File: config.mk
export PLATFORM = sky130hd
export DESIGN_NAME = bmh_cell
export DESIGN_NICKNAME = d
export VERILOG_FILES = /design/src/sv/bmh_pkg.sv /design/src/sv/bmh_cell.sv
export SDC_FILE = /design/constraint.sdc
export NUM_CORES = 1
export LEC_CHECK = 0
export ABC_AREA = 1
export BUFFER_PORTS_ARGS = -buffer_cell sky130_fd_sc_hd__buf_2
export CAP_MARGIN = 20
export CELL_PAD_IN_SITES_DETAIL_PLACEMENT = 1
export CELL_PAD_IN_SITES_GLOBAL_PLACEMENT = 2
export CORE_MARGIN = 2
export CORE_UTILIZATION = 28
export CTS_CLUSTER_DIAMETER = 50
export DETAILED_ROUTE_END_ITERATION = 12
export PLACE_DENSITY = 0.95
export SKIP_LAST_GASP = 1
export SLEW_MARGIN = 5
export SYNTH_ARGS = -nofsm -noshare
export SYNTH_HDL_FRONTEND = slang
export SYNTH_SLANG_ARGS = --single-unit
File: constraint.sdc
create_clock -name clk_i -period 5.6 [get_ports clk_i]
set_input_delay 0.56 -clock clk_i [delete_from_list [all_inputs] [get_ports clk_i]]
set_output_delay 0.56 -clock clk_i [all_outputs]
set_load 0.02 [all_outputs]
File: src/sv/bmh_pkg.sv
// Shared types and constants for the binary min-heap priority queue.
`timescale 1ns / 1ps

package bmh_pkg;

  // Default sizing of the queue
  localparam int unsigned CapacityDef = 64;
  localparam int unsigned KeyWidthDef = 32;

  // Fixed widths of the beat fields
  localparam int unsigned KeyFieldW   = 32;
  localparam int unsigned CountFieldW = 7;
  localparam int unsigned StatusW     = 2;

  // Operation codes
  localparam logic OP_INSERT = 1'b0;
  localparam logic OP_REMOVE = 1'b1;

  // Result status codes
  typedef enum logic [StatusW-1:0] {
    ST_OK    = 2'd0,
    ST_EMPTY = 2'd1,
    ST_FULL  = 2'd2
  } bmh_status_e;

  // Command broadcast along the row of cells
  typedef struct packed {
    logic ins;
    logic rem;
  } bmh_cmd_t;

endpackage

File: src/sv/bmh_cell.sv
// One cell of the sorted key row: holds a key, shifts right on insert, left on remove.
`timescale 1ns / 1ps

module bmh_cell #(
  parameter int unsigned KEY_WIDTH = bmh_pkg::KeyWidthDef
) (
  input  logic                 clk_i,
  input  bmh_pkg::bmh_cmd_t    cmd_i,
  input  logic                 occ_i,
  input  logic [KEY_WIDTH-1:0] key_i,
  input  logic [KEY_WIDTH-1:0] prev_key_i,
  input  logic [KEY_WIDTH-1:0] next_key_i,
  output logic [KEY_WIDTH-1:0] key_o
);
  import bmh_pkg::*;

  logic [KEY_WIDTH-1:0] key_q;
  logic [KEY_WIDTH-1:0] key_d;
  logic                 own_le;
  logic                 prev_le;

  // Pick the new key: keep, take the inserted key, or take a neighbour's
  always_comb begin
    own_le  = (key_q <= key_i);
    prev_le = (prev_key_i <= key_i);
    key_d   = key_q;
    if (cmd_i.ins) begin
      if (!(occ_i && own_le)) begin
        key_d = prev_le ? key_i : prev_key_i;
      end
    end else if (cmd_i.rem) begin
      key_d = next_key_i;
    end
  end

  // Hold the key
  always_ff @(posedge clk_i) begin
    key_q <= key_d;
  end

  assign key_o = key_q;

endmodule

==> impl_metrics.py, run 1 <==
metrics = {
    "run_status": {
        "status": "completed",
    },
    "timing": {
        "fin_ws_ns": 2.54,
        "setup_tns_ns": 0,
        "fin_crit_ns": 3.06,
        "maxSlewViolCount": 0,
        "tightest_slew_ns": 0.747,
        "fin_crit_sh_pct": 54.7,
        "final-setup-viol-count": 0,
        "fmax_ghz": 0.326,
        "timing.hold.ws_ns": 0.546,
        "fin_skew_ns": 0.00670,
        "rsz0062_at_grt": "false",
        "hold_viol_final": 0,
        "relSlewSlack_pct": 50.2,
    },
    "synth": {
        "synth_seq_cells": 32,
        "synth_ff_type": "edfxtp_1",
        "synth_cell_types": 20,
        "ys_seq_area_share_pct": 28.0,
        "ys_warn_count": 0,
        "netlist_area_um2": 3440,
        "synthArstFlopShare_pct": 0,
        "synth_fp_nets": 653,
        "synthCells": 489,
        "synth_edf_count": 32,
        "postSynthAreaPerCell_um2": 7.03,
    },
    "place": {
        "pre_cts_ws_ns": 2.19,
        "placedCellCount": 753,
        "hpwl_mm": 9.34,
        "gp_congestion": 0.810,
        "io_buffers": 131,
    },
    "die": {
        "start_util_pct": 28.6,
        "die_h_um": 115,
        "num_io_pins": 132,
        "coreArea_um2": 12000,
        "rows": 40,
        "die-width_um": 115,
        "die_area_um2": 13200,
    },
    "worst_hold_path": {
        "hold_class": "input pin to flip-flop",
        "min_from": "next_key_i[2]",
    },
    "clock_tree": {
        "postCtsSetupRepairBufs": 0,
        "numCtsBuffers": 5,
        "cts_resized": 0,
        "clk_latency_ns": 0.28,
        "ctsHtreeMaxLevel": 2,
        "cts.clk_slew.worst_paths_ns": 0.06,
        "cts.sinks": 32,
        "cts_buffer_depth": 2,
        "cts_root_buf": "clkbuf_16",
        "cts_hold_buf": 0,
        "cts_tree": "done",
    },
    "power": {
        "ir_worst_vdd_uv": 105,
        "power_density_nw_per_um2": 228,
        "power_leakage_nw": 2.56,
    },
    "worst_setup_path": {
        "crit_chain": "buf_2 > inv_1 > ha_1 > nand2_1 > inv_1 > nand2_1 > nand2_1 > nand2_1 > nand3_1 > a21oi_1 > nand2_2 > nand2_2 > nand2_1 > nand3_1 > nand2_1",
        "max_stage_delay_ns": 0.75,
        "cpMostUsedCell": "nand2_1",
        "crit-reg2reg-capture": "key_o[13]",
        "ff2ff_setup_slack_ns": 2.70,
        "critPathLaunch": "key_i[19]",
        "cp_max_fo": 33,
        "worstSetupStartpointType": "input pin",
        "crit_path_end_kind": "flip-flop",
        "reg2reg_from": "key_o[31]",
        "cpMaxStageDelayCell": "nand2_2",
        "cp.arrival_ns": 3.10,
        "cp-endpoint": "key_o[3]",
        "path_class": "input pin to flip-flop",
        "crit_required_ns": 5.64,
        "reg2regPathDepth": 10,
    },
    "finish": {
        "layout-drive-gt1-share_pct": 23.4,
        "final_cell_mix": "nand2_1 (158), buf_2 (131), inv_1 (80), nand3_1 (68), ha_1 (64)",
        "final-seq-area_um2": 961,
        "fin_cells": 762,
        "antennaDiodeCount": 0,
        "largest_register_ffs": 32,
        "fin_nets": 778,
        "final_common_cell": "nand2_1",
        "syn2layout_area_growth_pct": 28.7,
        "num-fill-cells": 1560,
        "multi_input_area_um2": 2090,
    },
    "flow_run": {
        "max_cap_viol_count": 0,
    },
    "detailed_routing": {
        "dr.pass1.iters": 4,
        "drtIter0Drc": 56,
        "final_antenna_net_count": 0,
        "viasPerCell": 4.78,
        "wl_per_cell_um": 15.3,
        "vias": 3642,
        "drt-total-wl_mm": 11.6,
        "drc": 0,
    },
    "global_route": {
        "gr-total-overflow": 0,
        "grt_pass1_wl_mm": 18.9,
        "grt_max_degree": 36,
        "grt_usage_pct": 18.0,
        "antenna_found_initial": 0,
        "grt_pass1_vias": 3856,
    },
}
## critical path, delay by kind of cell
kind	cells	cell delay [ns]
and+or+nand+nor	10	1.83
buffers and inverters	3	0.27
AOI/OAI and AO/OA	1	0.17
adders and majority gates	1	0.27
## synth_stat cells (all sizes together) (2+ instances only)
| cell type | count | area share (%) |
|---|---|---|
| a21oi | 30 | 4.4 |
| a21o | 2 | 0.44 |
| nor2 | 19 | 2.1 |
| nand3 | 68 | 9.9 |
| o21ai | 7 | 1.0 |
| nand2 | 160 | 18 |
| ha | 64 | 23 |
| nand4 | 6 | 1.1 |
| clkbuf | 6 | 0.66 |
| inv | 80 | 8.7 |
| edfxtp | 32 | 28 |
| buf | 10 | 2.0 |
## where the power goes
part | internal, mW | total (mW) | switching (mW)
clock network | 0.210 | 0.325 | 0.115
registers | 0.306 | 0.325 | 0.0188
logic | 0.136 | 0.360 | 0.224
total | 0.652 | 1.01 | 0.358
## cells by family (layout without fill, tap and decap cells)
family | count (synthesis) | count (layout) | synth area share, %
flip-flops | 32 | 32 | 28.0
buffers and inverters | 97 | 223 | 11.5
AO/OA/AOI/OAI | 41 | 41 | 6.26
AND/OR/NAND/NOR | 255 | 255 | 31.0
adder cells (fa/ha/maj) | 64 | 64 | 23.3
## final cells by class
cell class | instances | share of cell area (%)
inverters | 81 | 6.87
repair buffers | 134 | 16.2
flip-flops and latches | 32 | 21.7
clock buffers | 6 | 2.91
multi-input cells | 360 | 47.3
clock inverters | 2 | 0.792
well taps | 147 | 4.16
## how the worst min path moves through the flow
| stage | to | slack [ns] | depth (start not counted) |
|---|---|---|---|
| after floorplan | key_o[0] | 0.75 | 2 |
| after global placement | key_o[4] | 0.83 | 3 |
| after detailed placement | key_o[6] | 0.84 | 3 |
| after CTS | key_o[0] | 0.55 | 3 |
| after global routing | key_o[6] | 0.56 | 3 |
| final | key_o[2] | 0.55 | 3 |
## stage by stage
stage               utilization, %  power (mW)  cell area [um2]
finish                        36.8        1.01             4420
global route                  36.8        1.08             4420
CTS                           36.6        1.02             4400
detailed placement            35.2       0.694             4230
global placement              35.0       0.670             4210
floorplan                        -       0.554             3440
## per-layer routing
| metal | vias to the layer above | GRT usage, % | share of wire [%] |
|---|---|---|---|
| met5 | - | 0 | 0 |
| met4 | 0 | 3.53 | 0.70 |
| met3 | 6 | 2.11 | 3.4 |
| met2 | 76 | 32.6 | 50 |
| met1 | 1714 | 23.3 | 46 |
| li1 | 1846 | - | - |
(Power assumes the default switching activity.)
==> inputs of run 2 (changes only) <==
--- a/config.mk
+++ b/config.mk
@@ -11,10 +11,10 @@
 export CELL_PAD_IN_SITES_DETAIL_PLACEMENT = 1
 export CELL_PAD_IN_SITES_GLOBAL_PLACEMENT = 2
 export CORE_MARGIN = 2
-export CORE_UTILIZATION = 28
+export CORE_UTILIZATION = 26
 export CTS_CLUSTER_DIAMETER = 50
 export DETAILED_ROUTE_END_ITERATION = 12
-export PLACE_DENSITY = 0.95
+export PLACE_DENSITY = 0.92
 export SKIP_LAST_GASP = 1
 export SLEW_MARGIN = 5
 export SYNTH_ARGS = -nofsm -noshare
==> constraint.sdc (replaced) <==
create_clock -name clk_i -period 2.9 [get_ports clk_i]
set_input_delay 0.29 -clock clk_i [delete_from_list [all_inputs] [get_ports clk_i]]
set_output_delay 0.29 -clock clk_i [all_outputs]
set_load 0.02 [all_outputs]
==> impl_metrics.py, run 2 (synthesis results as in run 1) <==
metrics = {
    "run_status": {
        "status": "completed",
    },
    "global_route": {
        "grt_pass1_wl_mm": 19.3,
        "grt_max_degree": 33,
        "grt_pass1_vias": 4026,
        "gr-total-overflow": 0,
        "grt_usage_pct": 17.1,
        "antenna_found_initial": 0,
    },
    "die": {
        "num_io_pins": 132,
        "die_area_um2": 14200,
        "die-width_um": 119,
        "rows": 42,
        "coreArea_um2": 13100,
        "start_util_pct": 26.3,
        "die_h_um": 119,
    },
    "clock_tree": {
        "cts_hold_buf": 0,
        "cts.clk_slew.worst_paths_ns": 0.06,
        "cts_tree": "done",
        "postCtsSetupRepairBufs": 0,
        "clk_latency_ns": 0.28,
        "cts.sinks": 32,
        "ctsHtreeMaxLevel": 2,
        "cts_buffer_depth": 2,
        "cts_root_buf": "clkbuf_16",
        "cts_resized": 0,
        "numCtsBuffers": 5,
    },
    "timing": {
        "fmax_ghz": 0.385,
        "relSlewSlack_pct": 54.8,
        "fin_ws_ns": 0.303,
        "timing.hold.ws_ns": 0.278,
        "setup_tns_ns": 0,
        "fin_crit_ns": 2.60,
        "rsz0062_at_grt": "false",
        "final-setup-viol-count": 0,
        "fin_skew_ns": 0.00527,
        "tightest_slew_ns": 0.671,
        "hold_viol_final": 0,
        "maxSlewViolCount": 0,
        "fin_crit_sh_pct": 89.5,
    },
    "worst_hold_path": {
        "hold_class": "input pin to flip-flop",
    },
    "power": {
        "power_density_nw_per_um2": 415,
        "ir_worst_vdd_uv": 173,
        "power_leakage_nw": 2.57,
        "p_total_mw": 1.85,
    },
    "finish": {
        "largest_register_ffs": 32,
        "layout-drive-gt1-share_pct": 23.7,
        "syn2layout_area_growth_pct": 29.9,
        "final_common_cell": "nand2_1",
        "antennaDiodeCount": 0,
        "num-fill-cells": 1704,
        "fin_cells": 796,
        "fin_nets": 783,
        "final_cell_mix": "nand2_1 (158), buf_2 (131), inv_1 (80), nand3_1 (68), ha_1 (64)",
    },
    "detailed_routing": {
        "viasPerCell": 4.62,
        "vias": 3675,
        "drtIter0Drc": 116,
        "drt-total-wl_mm": 11.9,
        "wl_per_cell_um": 14.9,
        "final_antenna_net_count": 0,
        "dr.pass1.iters": 4,
        "drc": 0,
    },
    "worst_setup_path": {
        "crit_path_end_kind": "flip-flop",
        "path_class": "flip-flop to flip-flop",
        "cpMaxStageDelayCell": "nor4_1",
        "cpMostUsedCell": "nand2_1",
        "crit_chain": "ha_1 > nand2_1 > nor2_1 > nand2_1 > nor4_1 > nand2_1 > nand2_1 > nand2_1 > a21oi_4 > buf_4",
        "max_stage_delay_ns": 0.52,
        "cp_max_fo": 16,
        "cp_top_family": "simple AND/OR/NAND/NOR gates",
        "crit_required_ns": 2.87,
        "critPathBufInv": 1,
        "cp.arrival_ns": 2.56,
        "worstSetupStartpointType": "flip-flop",
    },
    "place": {
        "gp_congestion": 0.802,
        "hpwl_mm": 9.78,
        "pre_cts_ws_ns": 0.260,
        "placedCellCount": 788,
        "io_buffers": 131,
    },
    "flow_run": {
        "max_cap_viol_count": 0,
    },
}
-- run 2: changes by cell type in the layout (fill, tap and decap cells not counted) --
cell,delta
clkinv_1,+1
clkbuf_1,+1
buf_16,-1
buf_4,+5
clkinv_2,-1
bufinv_16,-1
buf_12,+1
-- run 2: routing by layer --
layer / vias to the layer above / routed length [um] / track usage, %
met5: - / 0 / 0
met4: 0 / 219 / 4.99
met3: 17 / 446 / 2.59
met2: 90 / 6100 / 32.5
met1: 1716 / 5090 / 19.6
li1: 1852 / - / -
-- run 2: area by class of cell --
cell class	count	area (um2)	area share, %
flip-flops and latches	32	961	21.5
clock inverters	1	3.75	0.0841
repair buffers	139	748	16.8
inverters	81	304	6.81
well taps	176	220	4.93
clock buffers	7	133	2.97
multi-input cells	360	2090	46.9
-- run 2: power by group --
group	switching (mW)	leakage, nW	internal (mW)	total, mW
clock	0.203	0.0655	0.316	0.519
sequential	0.0372	0.324	0.591	0.628
combinational	0.435	2.18	0.270	0.705
-- run 2: worst reg2reg max path, cell delays in order (launching register included) --
cell and delay (ns):
edfxtp_1 0.39, ha_1 0.32, nand2_1 0.08, nor2_1 0.15, nand2_1 0.11, nor4_1 0.52, nand2_1 0.11, nand2_1 0.09
nand2_1 0.08, a21oi_4 0.15, buf_4 0.28
-- run 2: final timing paths --
path                                     from   endpoint  slack [ns]  depth (start not counted)
worst max-delay path                key_o[31]  key_o[12]        0.30                         10
worst min-delay path            next_key_i[2]   key_o[2]        0.28                          3
worst max register to register      key_o[31]  key_o[12]        0.30                         10
worst min register to register      key_o[31]  key_o[25]        1.32                          8
-- run 2: through the flow --
| step | area (um2) | util, % |
|---|---|---|
| 6_report | 4460 | 34.1 |
| 3_3_place_gp | 4300 | 32.9 |
| 4_1_cts | 4460 | 34.1 |
| 3_5_place_dp | 4330 | 33.1 |
| 2_1_floorplan | 3440 | - |
| 5_1_grt | 4460 | 34.1 |
